===== config.mk =====
export PLATFORM = sky130hd
export DESIGN_NAME = stack_machine_executor_flat
export DESIGN_NICKNAME = d
export VERILOG_FILES = /design/src/rtl/sme_pkg.sv /design/src/rtl/sme_channels.sv /design/src/rtl/sme_ram.sv /design/src/rtl/sme_alu.sv /design/src/rtl/stack_machine_executor.sv /design/src/flat_wrapper.sv
export VERILOG_INCLUDE_DIRS = /design/src /design/src/rtl
export SDC_FILE = /design/constraint.sdc
export NUM_CORES = 1
export LEC_CHECK = 0
export BUFFER_PORTS_ARGS = -buffer_cell sky130_fd_sc_hd__buf_2
export CORE_MARGIN = 3
export CORE_UTILIZATION = 58
export DETAILED_ROUTE_END_ITERATION = 7
export PLACE_DENSITY = 0.86
export SLEW_MARGIN = 40
export SYNTH_ARGS = -nofsm -noshare
export SYNTH_HDL_FRONTEND = slang
export SYNTH_SLANG_ARGS = --single-unit

===== constraint.sdc =====
create_clock -name clk -period 5.37 [get_ports clk]
set_input_delay 1.074 -clock clk [delete_from_list [all_inputs] [get_ports clk]]
set_output_delay 1.074 -clock clk [all_outputs]
set_load 0.05 [all_outputs]

===== src/rtl/stack_machine_executor_defines.svh =====
// Assertion macros shared by the stack machine executor RTL.
`ifndef STACK_MACHINE_EXECUTOR_DEFINES_SVH
`define STACK_MACHINE_EXECUTOR_DEFINES_SVH
`ifndef SYNTHESIS
// Same-cycle implication, disabled while reset is asserted.
`define SME_ASSERT_NOW(label, clk, rst_n, ante, cons, msg) \
  label: assert property (@(posedge clk) disable iff (!rst_n) (ante) |-> (cons)) \
    else $error(msg);
// Next-cycle implication, disabled while reset is asserted.
`define SME_ASSERT_NEXT(label, clk, rst_n, ante, cons, msg) \
  label: assert property (@(posedge clk) disable iff (!rst_n) (ante) |=> (cons)) \
    else $error(msg);
`else
`define SME_ASSERT_NOW(label, clk, rst_n, ante, cons, msg)
`define SME_ASSERT_NEXT(label, clk, rst_n, ante, cons, msg)
`endif
`endif


===== src/rtl/sme_pkg.sv =====
// Shared widths, defaults and opcode constants for the stack machine executor.
package sme_pkg;

  localparam int OP_W            = 8;
  localparam int WORD_W          = 32;
  localparam int CHAR_W          = 8;
  localparam int DEPTH_W         = 5;
  localparam int STACK_DEPTH_DEF = 16;

  localparam logic [OP_W-1:0] OPC_NOP   = 8'h00;
  localparam logic [OP_W-1:0] OPC_PUSH  = 8'h01;
  localparam logic [OP_W-1:0] OPC_POP   = 8'h02;
  localparam logic [OP_W-1:0] OPC_ADD   = 8'h03;
  localparam logic [OP_W-1:0] OPC_SUB   = 8'h04;
  localparam logic [OP_W-1:0] OPC_MUL   = 8'h05;
  localparam logic [OP_W-1:0] OPC_XOR   = 8'h07;
  localparam logic [OP_W-1:0] OPC_PRINT = 8'h0F;
  localparam logic [OP_W-1:0] OPC_HALT  = 8'h11;

endpackage


===== src/rtl/sme_channels.sv =====
// Valid/ready channel interfaces for instruction items and result items.
interface sme_in_if import sme_pkg::*; ();
  logic              valid;
  logic              ready;
  logic [OP_W-1:0]   op;
  logic [WORD_W-1:0] operand;

  modport source (output valid, output op, output operand, input ready);
  modport sink   (input valid, input op, input operand, output ready);
endinterface

interface sme_out_if import sme_pkg::*; ();
  logic               valid;
  logic               ready;
  logic               char_valid;
  logic [CHAR_W-1:0]  char_code;
  logic               halted;
  logic [DEPTH_W-1:0] depth;

  modport source (output valid, output char_valid, output char_code, output halted,
                  output depth, input ready);
  modport sink   (input valid, input char_valid, input char_code, input halted,
                  input depth, output ready);
endinterface


===== src/rtl/sme_ram.sv =====
// Generic single-port RAM with registered read data.
module sme_ram import sme_pkg::*; #(
  parameter int WIDTH = WORD_W,
  parameter int DEPTH = STACK_DEPTH_DEF
) (
  input  logic                     clk,
  input  logic                     we,
  input  logic [$clog2(DEPTH)-1:0] addr,
  input  logic [WIDTH-1:0]         wdata,
  output logic [WIDTH-1:0]         rdata
);

  logic [WIDTH-1:0] mem [DEPTH];

  always_ff @(posedge clk) begin
    if (we) begin
      mem[addr] <= wdata;
    end
    rdata <= mem[addr];
  end

endmodule


===== src/rtl/sme_alu.sv =====
// Wrapping 32-bit binary operations: add, sub, low-half multiply and xor.
module sme_alu import sme_pkg::*; (
  input  logic [OP_W-1:0]   op,
  input  logic [WORD_W-1:0] a,
  input  logic [WORD_W-1:0] b,
  output logic [WORD_W-1:0] y
);

  always_comb begin
    case (op)
      OPC_ADD: y = a + b;
      OPC_SUB: y = a - b;
      OPC_MUL: y = a * b;
      default: y = a ^ b;
    endcase
  end

endmodule


===== src/rtl/stack_machine_executor.sv =====
// Top level of the stack machine executor: control, top-of-stack cache and result register.
`include "stack_machine_executor_defines.svh"

// Each accepted item is one instruction (opcode and 32-bit immediate) applied to a bounded
// stack of STACK_DEPTH 32-bit words; each item yields exactly one result item carrying the
// printed character (if any), the sticky halt flag and the stack depth after the instruction.
// The top word is held in a register and the words below it live in a single-port memory
// with registered read data. Push, nop, halt, unknown opcodes, ignored items and a pop or
// print that empties the stack need no memory read, so such items can be accepted back to
// back. Pop, print and the binary operations on a stack of two or more words need a refill:
// the word below the top is read from the memory at acceptance and lands in the top register
// (through the ALU for binary operations) in a refill state during which no new item is
// accepted. The result is registered at acceptance, so a waiting result does not stop the
// next item as long as the consumer takes it in the same cycle. Once halt has executed,
// every further item is accepted and answered with the unchanged depth until reset.
module stack_machine_executor import sme_pkg::*; #(
  parameter int STACK_DEPTH = STACK_DEPTH_DEF
) (
  input logic      clk,
  input logic      rst_n,
  sme_in_if.sink   in_if,
  sme_out_if.source out_if
);

  localparam int CNT_W = $clog2(STACK_DEPTH + 1);
  localparam int AW    = $clog2(STACK_DEPTH);

  // Control state.
  logic [CNT_W-1:0] count_r, count_nxt;
  logic             halt_r, halt_nxt;
  logic             busy_r, busy_nxt;
  logic             pend_bin_r, pend_bin_nxt;
  logic [OP_W-1:0]  pend_op_r, pend_op_nxt;
  logic             out_valid_r, out_valid_nxt;

  // Payload state.
  logic [WORD_W-1:0]  top_r, top_nxt;
  logic               char_valid_r, char_valid_nxt;
  logic [CHAR_W-1:0]  char_code_r, char_code_nxt;
  logic               halted_r, halted_nxt;
  logic [DEPTH_W-1:0] depth_r, depth_nxt;

  // Decode of the item at the input.
  logic acc;
  logic is_bin;
  logic do_push, do_pop, do_print, do_bin, do_halt;
  logic need_read;
  logic has_one, has_two, not_full;

  // Memory and ALU connections.
  logic              ram_we;
  logic [AW-1:0]     ram_addr;
  logic [WORD_W-1:0] ram_rdata;
  logic [WORD_W-1:0] alu_y;

  assign in_if.ready = !busy_r && (!out_valid_r || out_if.ready);
  assign acc         = in_if.valid && in_if.ready;

  assign has_one  = (count_r != '0);
  assign has_two  = (count_r >= CNT_W'(2));
  assign not_full = (count_r < CNT_W'(STACK_DEPTH));
  assign is_bin   = (in_if.op == OPC_ADD) || (in_if.op == OPC_SUB) ||
                    (in_if.op == OPC_MUL) || (in_if.op == OPC_XOR);

  assign do_push  = !halt_r && (in_if.op == OPC_PUSH) && not_full;
  assign do_pop   = !halt_r && (in_if.op == OPC_POP) && has_one;
  assign do_print = !halt_r && (in_if.op == OPC_PRINT) && has_one;
  assign do_bin   = !halt_r && is_bin && has_two;
  assign do_halt  = !halt_r && (in_if.op == OPC_HALT);

  // The word below the top must be fetched whenever the top is consumed and another remains.
  assign need_read = do_bin || ((do_pop || do_print) && has_two);

  // A push spills the current top into the memory; otherwise the address reads the word
  // below the top.
  assign ram_we   = acc && do_push && has_one;
  assign ram_addr = ram_we ? AW'(count_r - CNT_W'(1)) : AW'(count_r - CNT_W'(2));

  sme_ram #(
    .WIDTH (WORD_W),
    .DEPTH (STACK_DEPTH)
  ) u_stack_ram (
    .clk   (clk),
    .we    (ram_we),
    .addr  (ram_addr),
    .wdata (top_r),
    .rdata (ram_rdata)
  );

  // Second from top is the left operand, the cached top the right one.
  sme_alu u_alu (
    .op (pend_op_r),
    .a  (ram_rdata),
    .b  (top_r),
    .y  (alu_y)
  );

  always_comb begin
    count_nxt    = count_r;
    halt_nxt     = halt_r;
    busy_nxt     = 1'b0;
    pend_bin_nxt = pend_bin_r;
    pend_op_nxt  = pend_op_r;
    top_nxt      = top_r;

    if (busy_r) begin
      top_nxt = pend_bin_r ? alu_y : ram_rdata;
    end

    if (acc) begin
      busy_nxt     = need_read;
      pend_bin_nxt = do_bin;
      pend_op_nxt  = in_if.op;
      if (do_push) begin
        count_nxt = count_r + CNT_W'(1);
        top_nxt   = in_if.operand;
      end
      if (do_pop || do_print || do_bin) begin
        count_nxt = count_r - CNT_W'(1);
      end
      if (do_halt) begin
        halt_nxt = 1'b1;
      end
    end
  end

  // The result is complete at acceptance: it needs only the cached top and the new count.
  always_comb begin
    out_valid_nxt  = out_valid_r && !out_if.ready;
    char_valid_nxt = char_valid_r;
    char_code_nxt  = char_code_r;
    halted_nxt     = halted_r;
    depth_nxt      = depth_r;
    if (acc) begin
      out_valid_nxt  = 1'b1;
      char_valid_nxt = do_print;
      char_code_nxt  = do_print ? top_r[CHAR_W-1:0] : '0;
      halted_nxt     = halt_r || do_halt;
      depth_nxt      = DEPTH_W'(count_nxt);
    end
  end

  always_ff @(posedge clk) begin
    if (!rst_n) begin
      count_r     <= '0;
      halt_r      <= 1'b0;
      busy_r      <= 1'b0;
      pend_bin_r  <= 1'b0;
      pend_op_r   <= OPC_NOP;
      out_valid_r <= 1'b0;
    end else begin
      count_r     <= count_nxt;
      halt_r      <= halt_nxt;
      busy_r      <= busy_nxt;
      pend_bin_r  <= pend_bin_nxt;
      pend_op_r   <= pend_op_nxt;
      out_valid_r <= out_valid_nxt;
    end
  end

  always_ff @(posedge clk) begin
    top_r        <= top_nxt;
    char_valid_r <= char_valid_nxt;
    char_code_r  <= char_code_nxt;
    halted_r     <= halted_nxt;
    depth_r      <= depth_nxt;
  end

  assign out_if.valid      = out_valid_r;
  assign out_if.char_valid = char_valid_r;
  assign out_if.char_code  = char_code_r;
  assign out_if.halted     = halted_r;
  assign out_if.depth      = depth_r;

  // The stack never holds more words than it has room for.
  `SME_ASSERT_NOW(a_count_bound, clk, rst_n, 1'b1, count_r <= CNT_W'(STACK_DEPTH), "stack count over depth")
  // A refill blocks the input meanwhile, and the busy flag clears right after it.
  `SME_ASSERT_NOW(a_busy_blocks, clk, rst_n, busy_r, !in_if.ready, "item accepted during refill")
  `SME_ASSERT_NEXT(a_busy_once, clk, rst_n, busy_r, !busy_r, "refill lasted more than one cycle")
  // Once halted, the machine stays halted and the count stays put.
  `SME_ASSERT_NEXT(a_halt_sticky, clk, rst_n, halt_r, halt_r && $stable(count_r), "state changed after halt")

endmodule


===== src/flat_wrapper.sv =====
// flat-port wrapper written by rule: the top's interface ports become plain ports
module stack_machine_executor_flat import sme_pkg::*;
#(
  parameter int STACK_DEPTH = STACK_DEPTH_DEF
)
  (clk, rst_n, in_if_valid, in_if_op, in_if_operand, in_if_ready, out_if_valid, out_if_char_valid, out_if_char_code, out_if_halted, out_if_depth, out_if_ready);
  sme_in_if in_if_i ();
  sme_out_if out_if_i ();
  input logic clk;
  input logic rst_n;
  input wire logic [$bits(in_if_i.valid)-1:0] in_if_valid;
  input wire logic [$bits(in_if_i.op)-1:0] in_if_op;
  input wire logic [$bits(in_if_i.operand)-1:0] in_if_operand;
  output wire logic [$bits(in_if_i.ready)-1:0] in_if_ready;
  output wire logic [$bits(out_if_i.valid)-1:0] out_if_valid;
  output wire logic [$bits(out_if_i.char_valid)-1:0] out_if_char_valid;
  output wire logic [$bits(out_if_i.char_code)-1:0] out_if_char_code;
  output wire logic [$bits(out_if_i.halted)-1:0] out_if_halted;
  output wire logic [$bits(out_if_i.depth)-1:0] out_if_depth;
  input wire logic [$bits(out_if_i.ready)-1:0] out_if_ready;
  assign in_if_i.valid = in_if_valid;
  assign in_if_i.op = in_if_op;
  assign in_if_i.operand = in_if_operand;
  assign in_if_ready = in_if_i.ready;
  assign out_if_valid = out_if_i.valid;
  assign out_if_char_valid = out_if_i.char_valid;
  assign out_if_char_code = out_if_i.char_code;
  assign out_if_halted = out_if_i.halted;
  assign out_if_depth = out_if_i.depth;
  assign out_if_i.ready = out_if_ready;
  stack_machine_executor #(.STACK_DEPTH(STACK_DEPTH)) u_core (.clk(clk), .rst_n(rst_n), .in_if(in_if_i), .out_if(out_if_i));
endmodule

==> impl_results.rst, run 1 <==
.. list-table::
   :header-rows: 1

   * - Metric
     - Value
   * - Status
     - finished clean
   * - Final critical-path required period
     - ~5100 ps
   * - Initial Util
     - between 60% and 70%
   * - Slew of the pin with the lowest slew margin
     - between 800 and 900 ps
   * - Post-route antenna net violation count
     - 0
   * - Async set-reset flop share out of synthesis
     - 0%
   * - Max clock buf depth
     - 2
   * - Clock Tree Root
     - sky130_fd_sc_hd__clkbuf_16
   * - Drt first-iter violations
     - between 800 and 900
   * - Arrival time reported for the critical path endpoint
     - 5340 ps
   * - Count of endpoints failing hold in the final timing report
     - 0
   * - Final Total Pwr
     - 0.00301 W
   * - Global Route Usage Sum
     - 27.5%
   * - Post-synthesis cell type with the largest combined area
     - sky130_fd_sc_hd__edfxtp_1
   * - Input/output buffers
     - 36
   * - Arithmetic-cell share of the synthesized area counting full adders, half adders and majority gates
     - under 10%
   * - Class of the most critical hold timing path
     - reg -> reg
   * - Core Rows
     - 44
   * - Proportion of synthesized area in mux cells
     - ~1.3%
   * - Number of flops mapped to enable cells by yosys
     - 143
   * - Number of hold-repair buffers added at the cts stage
     - 0
   * - Antenna violations before repair
     - 0
   * - Post-synthesis instance area
     - between 8000 and 9000 µm²
   * - Clock Latency Late Sink
     - about 430 ps
   * - Number of distinct standard cells referenced by the synthesized netlist
     - between 70 and 80
   * - Crit-path most repeated cell
     - sky130_fd_sc_hd__fa_1
   * - Number of buffers created by CTS
     - 17
   * - Area fraction in compound gates after synthesis
     - 15.0%
   * - Final Max Tran Viols
     - 0
   * - Crit-path cells
     - buf_4 -> buf_4 -> nand2_1 -> fa_1 -> fa_1 -> inv_1 -> fa_1 -> ha_1 -> fa_1 -> a21o_1 -> a21oi_1 -> xnor3_1 -> xnor3_1 -> a32o_1 -> a22oi_1 -> o21ai_0
   * - WHS
     - a little over 500 ps
   * - Number of top-level pins
     - between 60 and 70
   * - Upper clock frequency limit
     - 198 MHz
   * - Core outline area
     - between 10000 and 15000 µm²
   * - Main area contributors after synthesis
     - sky130_fd_sc_hd__edfxtp_1, sky130_fd_sc_hd__dfxtp_1, sky130_fd_sc_hd__ha_1
   * - Total global routing overflow
     - 0
   * - Number of cells traversed by the worst hold path
     - 2
   * - Mapped Avg Cell Area
     - 11.7 µm²
   * - Setup-violating endpoint count in the final report
     - 0
   * - Wire length of the first global-routing pass
     - 35.7 mm
   * - Synth Register Bits
     - approximately 180
   * - Critical-path top delay cell
     - sky130_fd_sc_hd__fa_1
   * - Nets
     - 907
   * - Portion of the post-synthesis area used by sequential elements
     - between 50% and 60%
   * - Final Core Density
     - about two thirds
   * - Largest fanout of any net on the critical path
     - 10
   * - Logic depth of the worst setup path including buffers
     - 16
   * - Largest stage delay on the critical path
     - approximately 540 ps
   * - Dominant delay contributor by cell family on the critical path
     - adder cells
   * - Via count of the first global-routing pass
     - about 6700
   * - Last weighted congestion value of the routability-driven placer
     - just over 0.9
   * - Routed length per placed instance
     - roughly 22 µm
   * - Kind of capture point of the worst setup path
     - flip-flop
   * - Post-Synth Simple-Gate Area
     - a little over an eighth
   * - Gate count after technology mapping
     - between 700 and 800
   * - Pin count of the biggest net entering global routing
     - 34
   * - Startpoint class of the critical path
     - flip-flop
   * - Data required time of the critical path
     - between 5000 and 6000 ps
   * - Area enclosed by the die boundary
     - 17000 µm²
   * - Worst clock skew on the final layout
     - around 11 ps
   * - Avg Vias per Cell
     - 6.67
   * - DIE HEIGHT
     - about 130 µm
   * - Top post-synthesis cells by count
     - sky130_fd_sc_hd__edfxtp_1, sky130_fd_sc_hd__nand2_1, sky130_fd_sc_hd__inv_1, sky130_fd_sc_hd__ha_1, sky130_fd_sc_hd__dfxtp_1
   * - Startpoint-to-endpoint class of the critical path
     - reg -> reg
   * - CTS HTree Levels
     - 4
   * - Diodes inserted
     - 0
   * - Setup bufs post-CTS
     - 0
   * - Routed WL
     - 22.7 mm
   * - Post-Syn Nets
     - around 860
   * - CTS clk-pin slew, worst paths
     - 60 ps
   * - DP HPWL
     - approximately 15 mm
   * - Area share of the largest cell type after synthesis
     - ~48%
   * - Proportion of layout cells with a drive suffix above 1
     - 15.5%
   * - Leakage power
     - ~3.8 nW
   * - Yosys warning total
     - 0
   * - FF-to-FF path depth
     - 16
   * - Largest family of logic cells by synthesized area
     - compound AO/OA/AOI/OAI gates
   * - Total Neg Setup Slack
     - 0 ps
   * - Syn-to-layout area delta
     - 11.7%
   * - Number of vias in the routed layout
     - approximately 6800
   * - Tcrit/Tclk final
     - 94.2%
   * - Post-detailed-route DRC marker count
     - 0
   * - Die width
     - 131 µm
   * - Worst path buffer plus inverter count
     - 3
   * - Most used DFF post-synth
     - sky130_fd_sc_hd__edfxtp_1
   * - Power density of the placed cells
     - 300 nW/µm²
   * - Share of the synthesized netlist area taken by xor and xnor gates
     - approximately 3.7%
   * - Number of max-capacitance violations reported
     - 0
   * - Post-place setup slack
     - approximately 350 ps
   * - Setup repair after global routing missed its margin
     - false
   * - Number of instances resized during post-cts repair
     - 0
   * - Cell with the most instances after synthesis
     - sky130_fd_sc_hd__edfxtp_1
   * - Smallest setup slack after layout
     - approximately 310 ps
   * - CTS tree
     - done
   * - Number of detailed-route iterations in the first pass
     - 8
   * - IR drop worst, VDD
     - between 0.2 and 0.25 mV
   * - Relative slew slack
     - between 40% and 50%
   * - Sink count of the clock tree
     - ~180
-- worst reg2reg max path, stage by stage (launching register included) --
cell and delay (ps):
sky130_fd_sc_hd__dfxtp_1 370, sky130_fd_sc_hd__buf_4 210, sky130_fd_sc_hd__buf_4 220, sky130_fd_sc_hd__nand2_1 110, sky130_fd_sc_hd__fa_1 510, sky130_fd_sc_hd__fa_1 540
sky130_fd_sc_hd__inv_1 60, sky130_fd_sc_hd__fa_1 510, sky130_fd_sc_hd__ha_1 350, sky130_fd_sc_hd__fa_1 480, sky130_fd_sc_hd__a21o_1 200, sky130_fd_sc_hd__a21oi_1 150
sky130_fd_sc_hd__xnor3_1 400, sky130_fd_sc_hd__xnor3_1 360, sky130_fd_sc_hd__a32o_1 220, sky130_fd_sc_hd__a22oi_1 130, sky130_fd_sc_hd__o21ai_0 110
-- metal layers --
| layer | vias up | GRT usage (%) | wire length, µm |
|---|---|---|---|
| li1 | 2981 | - | - |
| met1 | 3239 | 37.0 | 8920 |
| met2 | 462 | 43.2 | 10700 |
| met3 | 72 | 5.65 | 2210 |
| met4 | 0 | 12.8 | 834 |
| met5 | - | 0 | 0 |
-- flip-flops by register name, indices dropped and copies added, names as in the netlist --
register / cells
u_core.busy_r: 1
u_core.count_r: 5
u_core.halt_r: 1
u_core.out_if.char_code: 8
u_core.out_if.char_valid: 1
u_core.out_if.depth: 5
u_core.out_if.halted: 1
u_core.out_if.valid: 1
u_core.pend_bin_r: 1
u_core.pend_op_r: 8
u_core.top_r: 8
u_core.u_stack_ram.mem: 128
u_core.u_stack_ram.rdata: 8
-- per-stage QoR --
stage | instances | area (µm²)
after global routing | 1012 | 10000
after floorplan | 767 | 8990
after CTS | 1012 | 10000
after detailed placement | 980 | 9480
final | 1012 | 10000
after global placement | 980 | 9460
-- layout by cell type, fill, tap and decap left out, types with 24 or more instances in the layout --
master                       n
sky130_fd_sc_hd__dfxtp_1    31
sky130_fd_sc_hd__and3_1     27
sky130_fd_sc_hd__a211oi_1   25
sky130_fd_sc_hd__nand2_1    77
sky130_fd_sc_hd__buf_2      36
sky130_fd_sc_hd__ha_1       36
sky130_fd_sc_hd__inv_1      45
sky130_fd_sc_hd__o211ai_1   24
sky130_fd_sc_hd__buf_4      30
sky130_fd_sc_hd__edfxtp_1  143
-- power breakdown --
group / internal, W / switching [W] / total (W) / leakage [nW]
registers: 0.00149 / 0.0000233 / 0.00152 / 1.57
clock network: 0.000656 / 0.000494 / 0.00115 / 0.277
logic: 0.000146 / 0.000199 / 0.000345 / 1.92
-- cell type report --
cell class,instances,area [µm²]
sequential,176,4960
fill,1002,4820
multi-input combinational,508,3720
clock buffer,24,503
timing repair buffer,66,405
tap,184,230
inverter,46,173
clock inverter,8,50.0
-- path summary, 6_finish.rpt --
path	start	to	slack, ps
max	u_core.top_r[3]	u_core.top_r[7]	310
min	u_core.pend_op_r[6]	u_core.pend_op_r[6]	510
max reg2reg	u_core.top_r[3]	u_core.top_r[7]	310
min reg2reg	u_core.pend_op_r[6]	u_core.pend_op_r[6]	510
-- cells by family (layout without fill, tap and decap cells) --
group	Yosys count	in the layout
AND/OR/NAND/NOR	232	232
AO/OA/AOI/OAI	184	184
flip-flops	176	176
buffers and inverters	83	144
adder cells (fa/ha/maj)	48	48
XOR/XNOR	34	34
multiplexers	10	10
No activity file was read; power rests on OpenSTA's default activity.
==> run 2: changes to the inputs <==
--- a/config.mk
+++ b/config.mk
@@ -11,6 +11,7 @@
 export CORE_UTILIZATION = 58
 export DETAILED_ROUTE_END_ITERATION = 7
 export PLACE_DENSITY = 0.86
+export REMOVE_ABC_BUFFERS = 1
 export SLEW_MARGIN = 40
 export SYNTH_ARGS = -nofsm -noshare
 export SYNTH_HDL_FRONTEND = slang
==> run 2 against run 1 <==
  * Clock skew rose by 1.0 ps
  * Final area rose by 0.29%
  * Cell count did not move
  * Largest power group unchanged
  * Maximum frequency fell by 0.35%
==> impl_results.rst, run 2 (same netlist as run 1, synthesis figures left out) <==
.. list-table::
   :header-rows: 1

   * - Metric
     - Value
   * - Status
     - finished clean
   * - Most used cells in the layout excluding fill and tap cells
     - sky130_fd_sc_hd__edfxtp_1, sky130_fd_sc_hd__nand2_1, sky130_fd_sc_hd__inv_1, sky130_fd_sc_hd__buf_2, sky130_fd_sc_hd__ha_1
   * - Number of cells traversed by the worst hold path
     - 2
   * - Slew of the pin with the lowest slew margin
     - 831 ps
   * - Area enclosed by the die boundary
     - about 17000 µm²
   * - Syn-to-layout area delta
     - 12.0%
   * - Pin count of the biggest net entering global routing
     - 34
   * - Max reg flops
     - approximately 130
   * - Post-detailed-route DRC marker count
     - 0
   * - Antenna violations before repair
     - 0
   * - Post-placement cell count
     - about 980
   * - CTS HTree Levels
     - 4
   * - Die width
     - about 130 µm
   * - CTS tree
     - done
   * - Startpoint-to-endpoint class of the critical path
     - reg -> reg
   * - Setup bufs post-CTS
     - 0
   * - Setup repair after global routing missed its margin
     - false
   * - Number of hold-repair buffers added at the cts stage
     - 0
   * - Number of detailed-route iterations in the first pass
     - 5
   * - Drt first-iter violations
     - roughly 720
   * - Setup-violating endpoint count in the final report
     - 0
   * - Register area
     - a little under 5000 µm²
   * - Proportion of layout cells with a drive suffix above 1
     - between 15 and 20%
   * - Number of buffers created by CTS
     - 17
   * - Largest fanout of any net on the critical path
     - 7
   * - Number of max-capacitance violations reported
     - 0
   * - Total Neg Setup Slack
     - 0 ps
   * - Count of endpoints failing hold in the final timing report
     - 0
   * - Register containing the most flip-flops in the final layout
     - u_core.u_stack_ram.mem
   * - Sink count of the clock tree
     - between 150 and 200
   * - Internal Dissipation
     - 0.00228 W
   * - Combined area of the multi-input logic cells
     - 3750 µm²
   * - Number of top-level pins
     - 61
   * - Final critical-path required period
     - 5070 ps
   * - Comb power frac
     - roughly 11%
   * - DP HPWL
     - 15.1 mm
   * - Post-route insts no fill
     - slightly above 1000
   * - DIE HEIGHT
     - roughly 130 µm
   * - End of the worst register-to-register path
     - u_core.top_r[7]
   * - Leakage power
     - 3.76 nW
   * - Routed length per placed instance
     - 23.2 µm
   * - Class of the most critical hold timing path
     - reg -> reg
   * - Max clock buf depth
     - 2
   * - Sw Share
     - around 25%
   * - Number of vias in the routed layout
     - approximately 6800
   * - Via count of the first global-routing pass
     - ~6800
   * - Most common library cell in the layout ignoring fill and taps
     - sky130_fd_sc_hd__edfxtp_1
   * - FF-to-FF path depth
     - 16
   * - Final-layout fill cell count
     - 1004
   * - Clock Tree Root
     - sky130_fd_sc_hd__clkbuf_16
   * - Avg Vias per Cell
     - a little under 7
   * - Initial Util
     - between 60% and 70%
   * - Clock Latency Late Sink
     - approximately 440 ps
   * - Arrival time reported for the critical path endpoint
     - ~5400 ps
   * - Post-route antenna net violation count
     - 0
   * - Kind of capture point of the worst setup path
     - flip-flop
   * - IR drop worst, VDD
     - roughly 0.17 mV
   * - CTS clk-pin slew, worst paths
     - 70 ps
   * - Capture endpoint of the worst hold path
     - u_core.pend_op_r[4]
   * - Setup slack on the worst flop-to-flop path
     - 300 ps
   * - Critical hold path startpoint
     - u_core.pend_op_r[4]
   * - Core outline area
     - between 10000 and 15000 µm²
   * - Upper clock frequency limit
     - a little under 200 MHz
   * - Power density of the placed cells
     - a little over 300 nW/µm²
   * - Global Route Usage Sum
     - between 20 and 30%
   * - Input/output buffers
     - 36
   * - Last weighted congestion value of the routability-driven placer
     - about 0.95
   * - Total global routing overflow
     - 0
   * - Number of instances resized during post-cts repair
     - 0
   * - Reg-to-reg critical path startpoint
     - u_core.u_stack_ram.rdata[3]
   * - Core Rows
     - 44
   * - Worst clock skew on the final layout
     - roughly 12 ps
   * - Tcrit/Tclk final
     - 94.5%
   * - Nets
     - roughly 910
   * - Share of power burned in the clock network
     - around 39%
   * - Routed WL
     - about 23 mm
   * - Data required time of the critical path
     - around 5700 ps
   * - Wire length of the first global-routing pass
     - around 37 mm
   * - Diodes inserted
     - 0
   * - WHS
     - between 500 and 600 ps
   * - Final Max Tran Viols
     - 0
   * - Relative contribution of sequential cells to total power
     - around 50%
   * - Switching component of the power
     - 0.000774 W
   * - Startpoint class of the critical path
     - flip-flop
   * - Relative slew slack
     - 44.5%
==> run 2: cell count changes in the layout (fill, tap and decap cells not counted), sizes merged <==
cell,before,now
clkinv,4,6
clkbuf,24,18
bufinv,0,1
clkinvlp,1,3
inv,49,50
==> run 2: cell type report <==
class,instances,area share [%]
inverters,46,1.71
well taps,184,2.29
flip-flops and latches,176,49.2
multi-input cells,508,37.2
repair buffers,66,4.00
clock buffers,18,4.26
clock inverters,14,1.30
==> run 2: worst max-delay path by stage <==
stage / cells past startpoint / end / startpoint
after floorplan: 16 / u_core.top_r[7] / u_core.top_r[3]
after global placement: 16 / u_core.top_r[7] / u_core.u_stack_ram.rdata[3]
after detailed placement: 16 / u_core.top_r[7] / u_core.u_stack_ram.rdata[3]
after CTS: 16 / u_core.top_r[7] / u_core.u_stack_ram.rdata[3]
after global routing: 16 / u_core.top_r[7] / u_core.u_stack_ram.rdata[3]
final: 16 / u_core.top_r[7] / u_core.u_stack_ram.rdata[3]
==> run 2: per-layer routing <==
metal / wire [µm] / track usage (%) / vias up
li1: - / - / 2988
met1: 8470 / 35.9 / 3299
met2: 11500 / 46.7 / 447
met3: 2320 / 5.61 / 102
met4: 1160 / 15.4 / 0
met5: 0 / 0 / -
==> run 2: per-stage QoR <==
stage / setup slack [ps] / cell area, µm² / util, % / total power [W]
5_1_grt: 113 / 10100 / 67.7 / 0.00314
3_3_place_gp: 385 / 9450 / 63.6 / 0.00187
6_report: 296 / 10100 / 67.7 / 0.00306
3_5_place_dp: 291 / 9480 / 63.8 / 0.00188
4_1_cts: 285 / 10000 / 67.6 / 0.00305
2_1_floorplan: 490 / 8820 / - / 0.00178
==> run 2: critical path, stage by stage (launching register included) <==
cell                      delay [ps]
sky130_fd_sc_hd__dfxtp_1         400
sky130_fd_sc_hd__ha_1            260
sky130_fd_sc_hd__fa_1            510
sky130_fd_sc_hd__inv_1            60
sky130_fd_sc_hd__fa_1            500
sky130_fd_sc_hd__fa_1            560
sky130_fd_sc_hd__inv_1            40
sky130_fd_sc_hd__ha_1            280
sky130_fd_sc_hd__ha_1            280
sky130_fd_sc_hd__ha_1            270
sky130_fd_sc_hd__ha_1            320
sky130_fd_sc_hd__a21oi_1         180
sky130_fd_sc_hd__xnor3_1         410
sky130_fd_sc_hd__xnor3_1         380
sky130_fd_sc_hd__a32o_1          230
sky130_fd_sc_hd__a22oi_1         150
sky130_fd_sc_hd__o21ai_0         100
==> run 2: power by group through the flow <==
stage | logic [W] | clock network, W | registers (W)
finish | 0.000343 | 0.00120 | 0.00151
global route | 0.000379 | 0.00124 | 0.00152
floorplan | 0.000216 | 0 | 0.00156
detailed placement | 0.000339 | 0 | 0.00154
global placement | 0.000325 | 0 | 0.00154
CTS | 0.000342 | 0.00120 | 0.00151
==> run 3: changes to the inputs <==
--- a/config.mk
+++ b/config.mk
@@ -6,10 +6,12 @@
 export SDC_FILE = /design/constraint.sdc
 export NUM_CORES = 1
 export LEC_CHECK = 0
+export ABC_CLOCK_PERIOD_IN_PS = 5370
 export BUFFER_PORTS_ARGS = -buffer_cell sky130_fd_sc_hd__buf_2
 export CORE_MARGIN = 3
 export CORE_UTILIZATION = 58
 export DETAILED_ROUTE_END_ITERATION = 7
+export MAX_ROUTING_LAYER = met4
 export PLACE_DENSITY = 0.86
 export REMOVE_ABC_BUFFERS = 1
 export SLEW_MARGIN = 40
==> run 3 against run 2 <==
  * Cell count hardly changed
  * Worst hold slack worse by 24 ps
  * Sequential power hardly changed
==> impl_results.rst, run 3 (same netlist as run 1, synthesis figures left out) <==
.. list-table::
   :header-rows: 1

   * - Metric
     - Value
   * - Status
     - finished clean
   * - Number of buffers created by CTS
     - 17
   * - Core outline area
     - about 15000 µm²
   * - Number of instances resized during post-cts repair
     - 0
   * - Routed WL
     - ~23 mm
   * - Slew of the pin with the lowest slew margin
     - around 880 ps
   * - Met2 routed wirelength
     - roughly 11 mm
   * - Tcrit/Tclk final
     - a little over nine tenths
   * - Antenna violations before repair
     - 0
   * - Kind of capture point of the worst setup path
     - flip-flop
   * - Arrival time reported for the critical path endpoint
     - 5450 ps
   * - Post-route antenna net violation count
     - 0
   * - Met3 wire length
     - 2.33 mm
   * - Critical hold path startpoint
     - u_core.pend_op_r[6]
   * - Power density of the placed cells
     - ~310 nW/µm²
   * - Global Route Usage Sum
     - between 20 and 30%
   * - Syn-to-layout area delta
     - 12.4%
   * - Register area
     - between 4000 and 5000 µm²
   * - DIE HEIGHT
     - around 130 µm
   * - Number of max-capacitance violations reported
     - 0
   * - Total Neg Setup Slack
     - 0 ps
   * - Relative slew slack
     - about two fifths
   * - Leakage power
     - between 3 and 4 nW
   * - Final Core Density
     - 68.0%
   * - Max clock buf depth
     - 2
   * - Wire length of the first global-routing pass
     - between 30 and 40 mm
   * - Routed met1 length
     - roughly 8.4 mm
   * - Final cell area excluding filler cells
     - approximately 10000 µm²
   * - Routed length per placed instance
     - about 23 µm
   * - CTS clk-pin slew, worst paths
     - about 70 ps
   * - Number of vias in the routed layout
     - approximately 6900
   * - Setup bufs post-CTS
     - 0
   * - Worst setup path start
     - u_core.u_stack_ram.rdata[3]
   * - Class of the most critical hold timing path
     - reg -> reg
   * - Post-detailed-route DRC marker count
     - 0
   * - Core Rows
     - 44
   * - Worst clock skew on the final layout
     - roughly 6.6 ps
   * - Initial Util
     - between 60% and 70%
   * - DP HPWL
     - about 15 mm
   * - Setup-violating endpoint count in the final report
     - 0
   * - Input/output buffers
     - 36
   * - Uppermost layer routed
     - met4
   * - Area enclosed by the die boundary
     - between 15000 and 20000 µm²
   * - IR drop worst, VDD
     - ~0.22 mV
   * - Die width
     - approximately 130 µm
   * - Avg Vias per Cell
     - 6.79
   * - Setup repair after global routing missed its margin
     - false
   * - CTS tree
     - done
   * - Diodes inserted
     - 0
   * - Clock Latency Late Sink
     - 430 ps
   * - Pin count of the biggest net entering global routing
     - 31
   * - Most common library cell in the layout ignoring fill and taps
     - sky130_fd_sc_hd__edfxtp_1
   * - CTS HTree Levels
     - 4
   * - Max reg flops
     - around 130
   * - Via count of the first global-routing pass
     - between 6000 and 7000
   * - Drt first-iter violations
     - about 900
   * - Number of top-level pins
     - about 60
   * - Count of endpoints failing hold in the final timing report
     - 0
   * - Startpoint-to-endpoint class of the critical path
     - reg -> reg
   * - Reg-to-reg critical path startpoint
     - u_core.u_stack_ram.rdata[3]
   * - Area after DPL
     - roughly 9500 µm²
   * - Number of hold-repair buffers added at the cts stage
     - 0
   * - Number of detailed-route iterations in the first pass
     - 7
   * - Nets
     - about 900
   * - Proportion of layout cells with a drive suffix above 1
     - 15.4%
   * - Data required time of the critical path
     - 5660 ps
   * - Startpoint class of the critical path
     - flip-flop
   * - Combined area of the multi-input logic cells
     - between 3000 and 4000 µm²
   * - Upper clock frequency limit
     - 194 MHz
   * - Final-layout fill cell count
     - about 990
   * - Largest fanout of any net on the critical path
     - 7
   * - Most used cells in the layout excluding fill and tap cells
     - sky130_fd_sc_hd__edfxtp_1, sky130_fd_sc_hd__nand2_1, sky130_fd_sc_hd__inv_1, sky130_fd_sc_hd__buf_2, sky130_fd_sc_hd__ha_1
   * - Clock Tree Root
     - sky130_fd_sc_hd__clkbuf_16
   * - Final Max Tran Viols
     - 0
   * - Total global routing overflow
     - 0
   * - Last weighted congestion value of the routability-driven placer
     - 0.951
   * - Register containing the most flip-flops in the final layout
     - u_core.u_stack_ram.mem
   * - Sink count of the clock tree
     - 176
   * - Final critical-path required period
     - 5160 ps
## run 3: cell types whose count changed in the layout (fill, tap and decap cells not counted), moves of 3 or more
cell                         delta
sky130_fd_sc_hd__clkinvlp_4     -3
sky130_fd_sc_hd__inv_4          +3
sky130_fd_sc_hd__nor3_2         -4
sky130_fd_sc_hd__clkbuf_16      +3
## run 3: worst paths after layout
check / end / slack [ps] / cells past startpoint
setup reg to reg: u_core.top_r[7] / 210 / 16
setup / recovery: u_core.top_r[7] / 210 / 16
hold reg to reg: u_core.pend_op_r[6] / 480 / 2
hold / removal: u_core.pend_op_r[6] / 480 / 2
## run 3: area by class of cell
cell class	count	area share [%]
inverters	46	1.71
repair buffers	67	4.06
well taps	184	2.28
clock buffers	22	5.12
clock inverters	10	0.891
multi-input cells	508	36.9
flip-flops and latches	176	49.0
## run 3: critical path: stages, from the launching register on
cell,delay [ps]
sky130_fd_sc_hd__dfxtp_1,410
sky130_fd_sc_hd__ha_1,270
sky130_fd_sc_hd__fa_1,510
sky130_fd_sc_hd__inv_1,70
sky130_fd_sc_hd__fa_1,510
sky130_fd_sc_hd__fa_1,570
sky130_fd_sc_hd__inv_1,50
sky130_fd_sc_hd__ha_1,290
sky130_fd_sc_hd__ha_1,280
sky130_fd_sc_hd__ha_1,270
sky130_fd_sc_hd__ha_1,320
sky130_fd_sc_hd__a21oi_1,200
sky130_fd_sc_hd__xnor3_1,430
sky130_fd_sc_hd__xnor3_1,370
sky130_fd_sc_hd__a32o_1,220
sky130_fd_sc_hd__a22oi_1,130
sky130_fd_sc_hd__o21ai_0,110
## run 3: where the power goes
group / total [W] / internal, W / switching [W] / leakage (nW)
Clock: 0.00125 / 0.000737 / 0.000517 / 0.308
Combinational: 0.000346 / 0.000144 / 0.000201 / 1.94
Sequential: 0.00152 / 0.00149 / 0.0000222 / 1.57
Total: 0.00312 / 0.00237 / 0.000740 / 3.82
## run 3: metal layers
metal | global-route usage (%) | vias to the layer above
met5 | - | -
met4 | 14.8 | 0
met3 | 4.88 | 100
met2 | 45.2 | 518
met1 | 36.2 | 3276
li1 | - | 2980
## run 3: through the flow
stage / cells / total power [W] / hold slack [ps] / setup slack [ps]
after global routing: 1013 / 0.00320 / 514 / 68.8
after detailed placement: 980 / 0.00188 / 476 / 341
after global placement: 980 / 0.00186 / 468 / 407
final: 1013 / 0.00312 / 484 / 214
after CTS: 1012 / 0.00311 / 485 / 263
after floorplan: 730 / 0.00178 / 457 / 490
